`src/rtl/core/assert_macros.svh`:
```
// Assertion helpers used by the RTL.
`ifndef ASSERT_MACROS_SVH
`define ASSERT_MACROS_SVH
// Clocked assertion, disabled while reset is asserted.
`define STQ_ASSERT(lbl, prop, msg) \
  lbl: assert property (@(posedge clk_i) disable iff (!rst_ni) prop) else $error(msg);
// Clocked assertion, checked during reset too.
`define STQ_ASSERT_ALWAYS(lbl, prop, msg) \
  lbl: assert property (@(posedge clk_i) prop) else $error(msg);
`endif

```
`src/rtl/core/stq_pkg.sv`:
```
// ----------------------------------------------------------------------------
// stq_pkg
// Types and constants of the sorted timer queue.
// ----------------------------------------------------------------------------
package stq_pkg;
  localparam int Capacity = 64;
  localparam int TimeBits = 32;
  localparam int IdBits   = 16;
  localparam int CntBits  = $clog2(Capacity + 1);

  typedef enum logic [1:0] {
    CMD_ADD    = 2'd0,
    CMD_ADJUST = 2'd1,
    CMD_DELETE = 2'd2,
    CMD_TICK   = 2'd3
  } cmd_e;

  typedef enum logic [2:0] {
    ST_OK        = 3'd0,
    ST_FULL      = 3'd1,
    ST_NOT_FOUND = 3'd2,
    ST_DUPLICATE = 3'd3,
    ST_EXPIRED   = 3'd4,
    ST_NONE_DUE  = 3'd5
  } status_e;

  typedef enum logic [1:0] {
    OP_NOP    = 2'd0,
    OP_INSERT = 2'd1,
    OP_REMOVE = 2'd2,
    OP_POP    = 2'd3
  } op_e;

  typedef struct packed {
    logic load;
    op_e  op;
  } dp_cmd_t;

  typedef struct packed {
    cmd_e              cmd;
    logic              found;
    logic              full;
    logic              head_due;
    logic              next_due;
    logic [IdBits-1:0] head_id;
    logic [IdBits-1:0] in_id;
    logic [CntBits-1:0] count;
  } dp_status_t;
endpackage

```
`src/rtl/core/stq_ctrl.sv`:
```
// ----------------------------------------------------------------------------
// stq_ctrl
// Command sequencer and registered result port.
// ----------------------------------------------------------------------------
module stq_ctrl import stq_pkg::*; (
  input  logic              clk_i,
  input  logic              rst_ni,
  input  logic              start,
  output logic              busy,
  input  dp_status_t        status_i,
  output dp_cmd_t           cmd_o,
  output logic              valid_o,
  output status_e           status_o,
  output logic [IdBits-1:0] expired_id_o,
  output logic              last_o
);
  typedef enum logic [3:0] {
    S_IDLE   = 4'b0001,
    S_DECIDE = 4'b0010,
    S_REINS  = 4'b0100,
    S_TICK   = 4'b1000
  } state_e;

  state_e            state_q, state_d;
  logic              valid_q, valid_d, last_q, last_d;
  status_e           res_q, res_d;
  logic [IdBits-1:0] rid_q, rid_d;

  // pop one due timer, last when the next one is not due
  function automatic void tick_step(output op_e op, output status_e st, output logic lst);
    op  = OP_POP;
    st  = ST_EXPIRED;
    lst = !status_i.next_due;
  endfunction

  always_comb begin
    op_e     op;
    status_e st;
    logic    lst;
    state_d   = state_q;
    cmd_o     = '{load: 1'b0, op: OP_NOP};
    valid_d   = 1'b0;
    res_d     = res_q;
    rid_d     = status_i.in_id;
    last_d    = 1'b1;
    op = OP_NOP; st = ST_OK; lst = 1'b1;
    unique case (state_q)
      S_IDLE: begin
        if (start) begin
          cmd_o.load = 1'b1;
          state_d    = S_DECIDE;
        end
      end
      S_DECIDE: begin
        valid_d = 1'b1;
        state_d = S_IDLE;
        case (status_i.cmd) inside
          CMD_ADD: begin
            if (status_i.found)      res_d = ST_DUPLICATE;
            else if (status_i.full)  res_d = ST_FULL;
            else begin
              res_d     = ST_OK;
              cmd_o.op  = OP_INSERT;
            end
          end
          CMD_ADJUST, CMD_DELETE: begin
            if (!status_i.found) res_d = ST_NOT_FOUND;
            else begin
              res_d    = ST_OK;
              cmd_o.op = OP_REMOVE;
              if (status_i.cmd == CMD_ADJUST) begin
                valid_d = 1'b0;
                state_d = S_REINS;
              end
            end
          end
          default: begin
            if (!status_i.head_due) begin
              res_d = ST_NONE_DUE;
              rid_d = '0;
            end else begin
              tick_step(op, st, lst);
              cmd_o.op = op;
              res_d    = st;
              last_d   = lst;
              rid_d    = status_i.head_id;
              if (!lst) state_d = S_TICK;
            end
          end
        endcase
      end
      S_REINS: begin
        valid_d  = 1'b1;
        res_d    = ST_OK;
        cmd_o.op = OP_INSERT;
        state_d  = S_IDLE;
      end
      S_TICK: begin
        tick_step(op, st, lst);
        valid_d  = 1'b1;
        cmd_o.op = op;
        res_d    = st;
        last_d   = lst;
        rid_d    = status_i.head_id;
        if (lst) state_d = S_IDLE;
      end
      default: state_d = S_IDLE;
    endcase
  end

  always_ff @(posedge clk_i or negedge rst_ni) begin
    if (!rst_ni) begin
      state_q <= S_IDLE;
      valid_q <= 1'b0;
    end else begin
      state_q <= state_d;
      valid_q <= valid_d;
    end
  end

  always_ff @(posedge clk_i) begin
    res_q  <= res_d;
    rid_q  <= rid_d;
    last_q <= last_d;
  end

  assign busy         = state_q != S_IDLE;
  assign valid_o      = valid_q;
  assign status_o     = res_q;
  assign expired_id_o = rid_q;
  assign last_o       = last_q;
endmodule

```
`config.mk`:
```
export PLATFORM = sky130hd
export DESIGN_NAME = stq_ctrl
export DESIGN_NICKNAME = d
export VERILOG_FILES = /design/src/rtl/core/assert_macros.svh /design/src/rtl/core/stq_pkg.sv /design/src/rtl/core/stq_ctrl.sv
export SDC_FILE = /design/constraint.sdc
export NUM_CORES = 1
export LEC_CHECK = 0
export BUFFER_PORTS_ARGS = -buffer_cell sky130_fd_sc_hd__buf_2
export CAP_MARGIN = 40
export CELL_PAD_IN_SITES_DETAIL_PLACEMENT = 1
export CELL_PAD_IN_SITES_GLOBAL_PLACEMENT = 1
export CORE_ASPECT_RATIO = 1.1
export CORE_MARGIN = 3
export CORE_UTILIZATION = 31
export DETAILED_ROUTE_END_ITERATION = 7
export PLACE_DENSITY_LB_ADDON = 0.12
export SLEW_MARGIN = 40
export SYNTH_ARGS = -nofsm -noshare
export SYNTH_HDL_FRONTEND = slang
export SYNTH_SLANG_ARGS = --single-unit
```
`constraint.sdc`:
```
create_clock -name clk_i -period 2.95 [get_ports clk_i]
set_input_delay 0.59 -clock clk_i [delete_from_list [all_inputs] [get_ports clk_i]]
set_output_delay 0.59 -clock clk_i [all_outputs]
set_load 0.01 [all_outputs]
```
# ---- Word-level counts from Yosys, hierarchy flattened
# Index checks and enable logic that the tools add are counted.
dict set report word_totals {
  ff_bits 25
  inputBits 48
  word_cells 58
  out_inout_bits 25
}
dict set report op_classes {
  n_eq_ne 9
  n_reduce_logical 6
  mux 38
}
# operator count
set ops {}
lappend ops {{two-way mux 16 bit} 3}
lappend ops {{case mux 16 bit (2 select lines)} 1}
lappend ops {{two-way mux 4 bit} 6}
lappend ops {{two-way mux 1 bit} 13}
lappend ops {{two-way mux 2 bit} 6}
lappend ops {{two-way mux 3 bit} 4}
lappend ops {{case mux 4 bit (3 select lines)} 1}
lappend ops {{case mux 3 bit (3 select lines)} 1}
lappend ops {{case mux 2 bit (3 select lines)} 1}
lappend ops {{== test 4 x 1 -> 1 bit, second input constant} 1}
lappend ops {{== test 4 x 2 -> 1 bit, second input constant} 1}
lappend ops {{== test 4 x 3 -> 1 bit, second input constant} 1}
lappend ops {{== test 4 bit, second input constant} 1}
lappend ops {{inequality test 2 bit, second input constant} 2}
lappend ops {{inequality test 4 x 1 -> 1 bit, second input constant} 1}
lappend ops {{case mux 1 bit (2 select lines)} 2}
lappend ops {{OR reduction 2 bit} 2}
lappend ops {{nonzero test 3 bit} 1}
lappend ops {{== test 2 x 1 -> 1 bit, second input constant} 1}
lappend ops {{== test 2 bit, second input constant} 1}
lappend ops {{logical NOT 2 bit} 1}
lappend ops {{AND reduction 2 bit} 1}
lappend ops {{logical NOT 1 bit} 1}

# ---- Depth between registers and ports, before layout
# Gate-level depths: netlist of the first run.
dict set report depth {
  word_depth 6
  ltp_mapped 7
  mapped_depth_nobuf 5
}

# ---- Worst setup path before layout of the first run
# OpenSTA, ideal clock, no wires.
dict set report synth_timing {
  path_type {input to output}
  start {in status_i[43] in the netlist's numbering}
  end {out cmd_o[0] in the netlist's numbering}
  required_ns 2.360
  stages 6
  slack_ns 0.693
  arrival_time_ns 1.667
  n_path_buf 1
  cell_sequence {inv_1 ha_1 clkbuf_1 nor3b_1 a21oi_1 o21ai_0}
}
# item line
set synth_rtl {}
lappend synth_rtl {{from (decl)} stq_ctrl.sv:10} ;# input dp_status_t status_i,
lappend synth_rtl {{to (decl)} stq_ctrl.sv:11} ;# output dp_cmd_t cmd_o,

==> metrics.md, run 1 <==
| Metric | Value |
|---|---|
| Post-Syn Area | 1044 um2 |
| Via density | 5.005 |
| Xor-xnor portion of the synthesized cell area | 0.8393% |
| Simple-Gate Fraction of Synth Area | 14.15% |
| Final setup vio count | 0 |
| Syn Area/Cell | 11.22 um2 |
| Syn nets | 144 |
| CP Class | flip-flop to output port |
| Clk_skew | 0.001746 ns |
| Post-synth EDFFs | 3 |
| DR vias | 961 |
| Setup TNS | 0 ns |
| CP Data Arrival Time | 1.93 ns |
| Final-stage net count | 210 |
| Placed cell count | 188 |
| Clock share of power | 18.3% |
| Synth warn | 0 |
| MaxCap Viol Count | 0 |
| Critical path data required time | 2.36 ns |
| Asr flop ratio synth | 20.00% |
| ANT cells | 0 |
| Fmax | 0.3974 GHz |
| GR Overflow Total | 0 |
| Seq. cell area | 556.8 um2 |
| Initial antenna violation count | 0 |
| # H-tree levels | 1 |
| Sequential-to-total area share from yosys stat | 53.36% |
| Die Y | 66.85 um |
| Cell variety after synth | 33 |
| Row Count | 21 |
| Largest net degree at the start of global routing | 17 |
| Fin. max-slew vios | 0 |
| Startpoint types | flip-flop |
| Psw | 240.2 uW |
| Final instance area | 1421 um2 |
| Die width | 61.32 um |
| TritonCTS buffer count | 3 |
| Clock sink total | 25 |
| Post-cts resize count | 0 |
| Post-DP HPWL | 2135 um |
| Final non-filler cell total | 192 |
| Vias in the first global route | 947 |
| Die area | 4099 um2 |
| Wirelength, routed | 2631 um |
| Switching share of power | 30.00% |
| I/O pins | 73 |
| Placed instance area | 1395 um2 |
| DRT antenna net count | 0 |
| Area share of fa/ha/maj cells after synthesis | 3.597% |
| First-pass GRT wire length | 4236 um |
| Crit path from | state_q[2] |
| Reg2Reg Depth | 4 |
| Crit path to | cmd_o[1] |
| Power share of the combinational group | 28.1% |
| Pint | 560.5 uW |
| Tmin final | 2.517 ns |
| Worst slew pin tran | 0.6608 ns |
| R2R Path Start | state_q[2] |
| Layout cells sized above 1 | 46.20% |
| Clock-pin slew on the worst setup and hold paths | 0.13 ns |
| CTS hold repair buffers | 0 |
| Most common cell after layout, fill and taps aside | buf_2 |
| Post-synthesis mux area share | 0.9592% |
| Overall routing resource usage | 13.93% |
| RSZ-0062 raised after global routing | false |
| Leak pwr | 0.0007634 uW |
| Worst Hold Class | input port to async pin |
| Compound-Gate Fraction of Synth Area | 22.30% |
| DRC | 0 |
| First-pass detailed-route iteration total | 4 |
| Area grow syn2layout | 36.21% |
| Most frequent cells in the layout | buf_2 (65), dfxtp_1 (17), a22o_1 (16), inv_1 (6), nor2_1 (5) |
| Starting DRT DRC Count | 14 |
| R2r setup slk | 0.79 ns |
| Clk Tree Root Cell | clkbuf_4 |
| Placeable Area | 3127 um2 |
| Worst-Skew Late Latency | 0.30 ns |
| Initial Utilization | 33.37% |
| CTS tree | done |
| Peak supply drop | 0.2132 mV |
| Status | complete, no violations |
| CTS Buffer Depth | 2 |
| IO Port Bufs | 65 |
| R2R Path End | expired_id_o[12] |
| Top_reg_cell synth | dfxtp_1 |
| Seq cells post-synth | 25 |
| Post-CTS Repair Setup Buffers | 0 |
| Largest family of logic cells by synthesized area | compound AO/OA/AOI/OAI gates |
| Final number of hold-violating endpoints | 0 |
| # fillers | 386 |
| Final period util | 85.31% |
| Area of the multi-input gates | 440.4 um2 |
| Crit path max fanout | 7 |
| Worst rel slew slack | 55.94% |
| CP Capture Type | output port |
| Global placement routability congestion | 0.8283 |
| Seq pwr share | 53.7% |
| Post-synthesis instance total | 93 |
| WL/cell | 13.70 um |
| Power per cell area | 563.3 nW/um2 |
## final cells by class
type                       count  share of cell area, %
clock buffer                   4                  1.849
tap                           34                  2.993
timing repair buffer          66                  23.42
sequential                    25                  39.17
inverter                       6                  1.585
multi-input combinational     57                  30.99
## state kept, by name, summed over array words and instances (netlist names)
| signal | flops |
|---|---|
| valid_o | 1 |
| expired_id_o | 16 |
| state_q | 4 |
| last_o | 1 |
| status_o | 3 |
## routing by layer
metal  up-vias  routed length (um)  GRT usage [%]
li1        472                   -              -
met1       442                 995          15.62
met2        45                1346          23.15
met3         2                 270          5.426
met4         0                  19          5.420
met5         -                   0              0
## cell families (layout without fill, tap and decap cells)
kind of cell	Yosys count	in the layout
xor+xnor	1	1
mux	1	1
flops	25	25
buf+inv	11	76
compound gates	28	28
simple gates	24	24
fa+ha+maj	3	3
## per-stage QoR
| stage | hold slack [ns] | setup WS, ns | power [uW] | utilization (%) |
|---|---|---|---|---|
| 2_1_floorplan | 0.2944 | 0.6929 | 562.1 | - |
| 3_3_place_gp | 0.4127 | 0.5367 | 655.5 | 44.50 |
| 3_5_place_dp | 0.4179 | 0.5085 | 667.8 | 44.62 |
| 4_1_cts | 0.06231 | 0.4017 | 818.0 | 45.46 |
| 5_1_grt | 0.05012 | 0.2838 | 860.7 | 45.46 |
| 6_report | 0.07291 | 0.4334 | 800.7 | 45.46 |
## power groups by stage
stage	clock (uW)	combinational, uW	sequential, uW
4_1_cts	157	230	431
6_report	146	225	430
2_1_floorplan	0	113	449
3_5_place_dp	0	230	438
5_1_grt	170	252	438
3_3_place_gp	0	221	435
## worst min path at each step
stage | start | end | slack (ns) | cells past startpoint
after CTS | rst_ni | state_q[1] | 0.06 | 1
after global placement | rst_ni | state_q[3] | 0.41 | 1
final | rst_ni | state_q[1] | 0.07 | 1
after detailed placement | rst_ni | state_q[1] | 0.42 | 1
after global routing | rst_ni | state_q[1] | 0.05 | 1
after floorplan | rst_ni | state_q[1] | 0.29 | 0
## cell usage after synthesis (2+ instances only)
master / n / area, um2
o21ai_0: 4 / 20.02
clkbuf_1: 3 / 11.26
a21oi_1: 3 / 15.01
nor2_1: 5 / 18.77
nor3b_1: 2 / 15.01
edfxtp_1: 3 / 90.09
nand2_1: 4 / 15.01
ha_1: 3 / 37.54
inv_1: 6 / 22.52
or3_1: 3 / 18.77
dfxtp_1: 17 / 340.3
a22o_1: 16 / 140.1
dfrtp_1: 4 / 100.1
## critical path, stage by stage, from the launching register on
cell and delay (ns):
dfrtp_1 0.46, or4b_1 0.68, o31ai_1 0.30, buf_2 0.18
Power figures use the tool's default switching activity.
==> inputs of run 2 (changes only) <==
--- a/config.mk
+++ b/config.mk
@@ -11,7 +11,8 @@
 export CELL_PAD_IN_SITES_GLOBAL_PLACEMENT = 1
 export CORE_ASPECT_RATIO = 1.1
 export CORE_MARGIN = 3
-export CORE_UTILIZATION = 31
+export CORE_UTILIZATION = 32
+export CTS_BUF_LIST = sky130_fd_sc_hd__clkbuf_4
 export DETAILED_ROUTE_END_ITERATION = 7
 export PLACE_DENSITY_LB_ADDON = 0.12
 export SLEW_MARGIN = 40
==> run 2 against run 1 <==
Sequential power about the same. Sequential share of layout area decreased by 0.10 points. Highest routed layer unchanged. Register-to-register slack improved by 0.26 ns. Count of clock-buffer cells in the layout is the same. Die area down 2.8%.
==> metrics.md, run 2 (synthesized netlist as in run 1, its figures left out) <==
| Metric | Value |
|---|---|
| CP Class | flip-flop to output port (unchanged) |
| Max reg flops | 16 (unchanged) |
| Peak supply drop | 0.2541 mV (was 0.2132 mV) |
| Final Util | 46.36% (was 45.46%) |
| Fmax | 0.3934 GHz (was 0.3974 GHz) |
| I/O pins | 73 (unchanged) |
| Placeable Area | 3074 um2 (was 3127 um2) |
| # H-tree levels | 1 (unchanged) |
| Initial antenna violation count | 0 (unchanged) |
| First-pass detailed-route iteration total | 4 (unchanged) |
| Critical path data required time | 2.36 ns (about the same) |
| Layout cells sized above 1 | 46.84% (was 46.20%) |
| Crit path max fanout | 7 (unchanged) |
| Final setup vio count | 0 (unchanged) |
| Area grow syn2layout | 36.57% (was 36.21%) |
| Tmin final | 2.542 ns (was 2.517 ns) |
| Hold_ws | 0.06756 ns (was 0.07291 ns) |
| Clock sink total | 25 (unchanged) |
| Die area | 3983 um2 (was 4099 um2) |
| Die width | 60.45 um (was 61.32 um) |
| CP Data Arrival Time | 1.95 ns (was 1.93 ns) |
| Fin. max-slew vios | 0 (unchanged) |
| Most common cell after layout, fill and taps aside | buf_2 (unchanged) |
| Power per cell area | 568.9 nW/um2 (was 563.3 nW/um2) |
| Clock-pin slew on the worst setup and hold paths | 0.13 ns (about the same) |
| CTS hold repair buffers | 0 (unchanged) |
| ANT cells | 0 (unchanged) |
| Via density | 4.995 (was 5.005) |
| Post-CTS Repair Setup Buffers | 0 (unchanged) |
| Overall routing resource usage | 13.37% (was 13.93%) |
| # fillers | 373 (was 386) |
| DRT antenna net count | 0 (unchanged) |
| Wirelength, routed | 2537 um (was 2631 um) |
| Starting DRT DRC Count | 8 (was 14) |
| Vias in the first global route | 981 (was 947) |
| Worst-Skew Late Latency | 0.31 ns (was 0.30 ns) |
| Setup TNS | 0 ns (unchanged) |
| Worst rel slew slack | 57.06% (was 55.94%) |
| MaxCap Viol Count | 0 (unchanged) |
| DR vias | 959 (was 961) |
| Most frequent cells in the layout | buf_2 (65), dfxtp_1 (17), a22o_1 (16), inv_1 (6), nor2_1 (5) (unchanged) |
| GR Overflow Total | 0 (unchanged) |
| Clk_skew | 0.006156 ns (was 0.001746 ns) |
| Largest net degree at the start of global routing | 19 (was 17) |
| First-pass GRT wire length | 4084 um (was 4236 um) |
| CTS tree | done (unchanged) |
| Final period util | 86.18% (was 85.31%) |
| Startpoint types | flip-flop (unchanged) |
| Final-stage net count | 210 (unchanged) |
| Worst slew pin tran | 0.6440 ns (was 0.6608 ns) |
| Global placement routability congestion | 0.7787 (was 0.8283) |
| TritonCTS buffer count | 3 (unchanged) |
| IO Port Bufs | 65 (unchanged) |
| Leak pwr | 0.0007668 uW (was 0.0007634 uW) |
| Post-cts resize count | 0 (unchanged) |
| Die Y | 65.89 um (was 66.85 um) |
| Status | complete, no violations (unchanged) |
| Initial Utilization | 33.94% (was 33.37%) |
| Worst Hold Class | input port to async pin (unchanged) |
| CTS Buffer Depth | 2 (unchanged) |
| Final number of hold-violating endpoints | 0 (unchanged) |
| Clk Tree Root Cell | clkbuf_4 (unchanged) |
| Row Count | 21 (unchanged) |
| DRC | 0 (unchanged) |
| WL/cell | 13.21 um (was 13.70 um) |
| CP Capture Type | output port (unchanged) |
| Post-DP HPWL | 2056 um (was 2135 um) |
| RSZ-0062 raised after global routing | false (unchanged) |
==> run 2: cell counts in the layout (fill, tap and decap cells not counted) <==
No cell type changed its count.
==> run 2: cell type report <==
cell class	count	area, um2	area share, %
Timing Repair Buffer	66	332.8	23.35
Inverter	6	22.52	1.580
Tap cell	34	42.54	2.985
Multi-Input combinational cell	57	440.4	30.90
Sequential cell	25	556.8	39.07
Clock buffer	4	30.03	2.107
==> run 2: report_power, final <==
part | total [uW] | internal, uW | switching (uW)
Combinational | 225 | 109 | 116
Clock | 155 | 61.9 | 93.6
Sequential | 430 | 399 | 31.3
Total | 811 | 570 | 241
==> run 2: worst paths after layout <==
check,startpoint,slack (ns),to,cells past startpoint
worst max-delay path,state_q[2],0.41,cmd_o[1],3
worst min-delay path,rst_ni,0.07,state_q[2],1
worst max register to register,state_q[2],1.05,expired_id_o[15],4
worst min register to register,state_q[2],0.64,state_q[0],1
max in group asynchronous,rst_ni,2.67,state_q[0],1
min in group clk_i,status_i[39],0.48,last_o,2
==> run 2: worst max-delay path, cell delays in order (launching register included) <==
cell     delay (ns)
dfrtp_1        0.47
or4b_1         0.69
o31ai_1        0.31
buf_2          0.18
==> run 2: through the flow <==
step                setup WS, ns  instance area (um2)  power (uW)  cells
floorplan                 0.6929                 1044       562.1     93
global placement          0.5330                 1391       655.3    188
detailed placement        0.5156                 1395       669.1    188
CTS                       0.3561                 1425       829.5    192
global route              0.2792                 1425       870.4    192
finish                    0.4078                 1425       810.7    192
==> run 2: layer usage <==
metal | GRT usage [%] | wire length (um) | share of wire, %
met1 | 13.76 | 924 | 36
met2 | 24.05 | 1291 | 51
met3 | 5.664 | 305 | 12
met4 | 4.065 | 14 | 0.55
met5 | 0 | 0 | 0
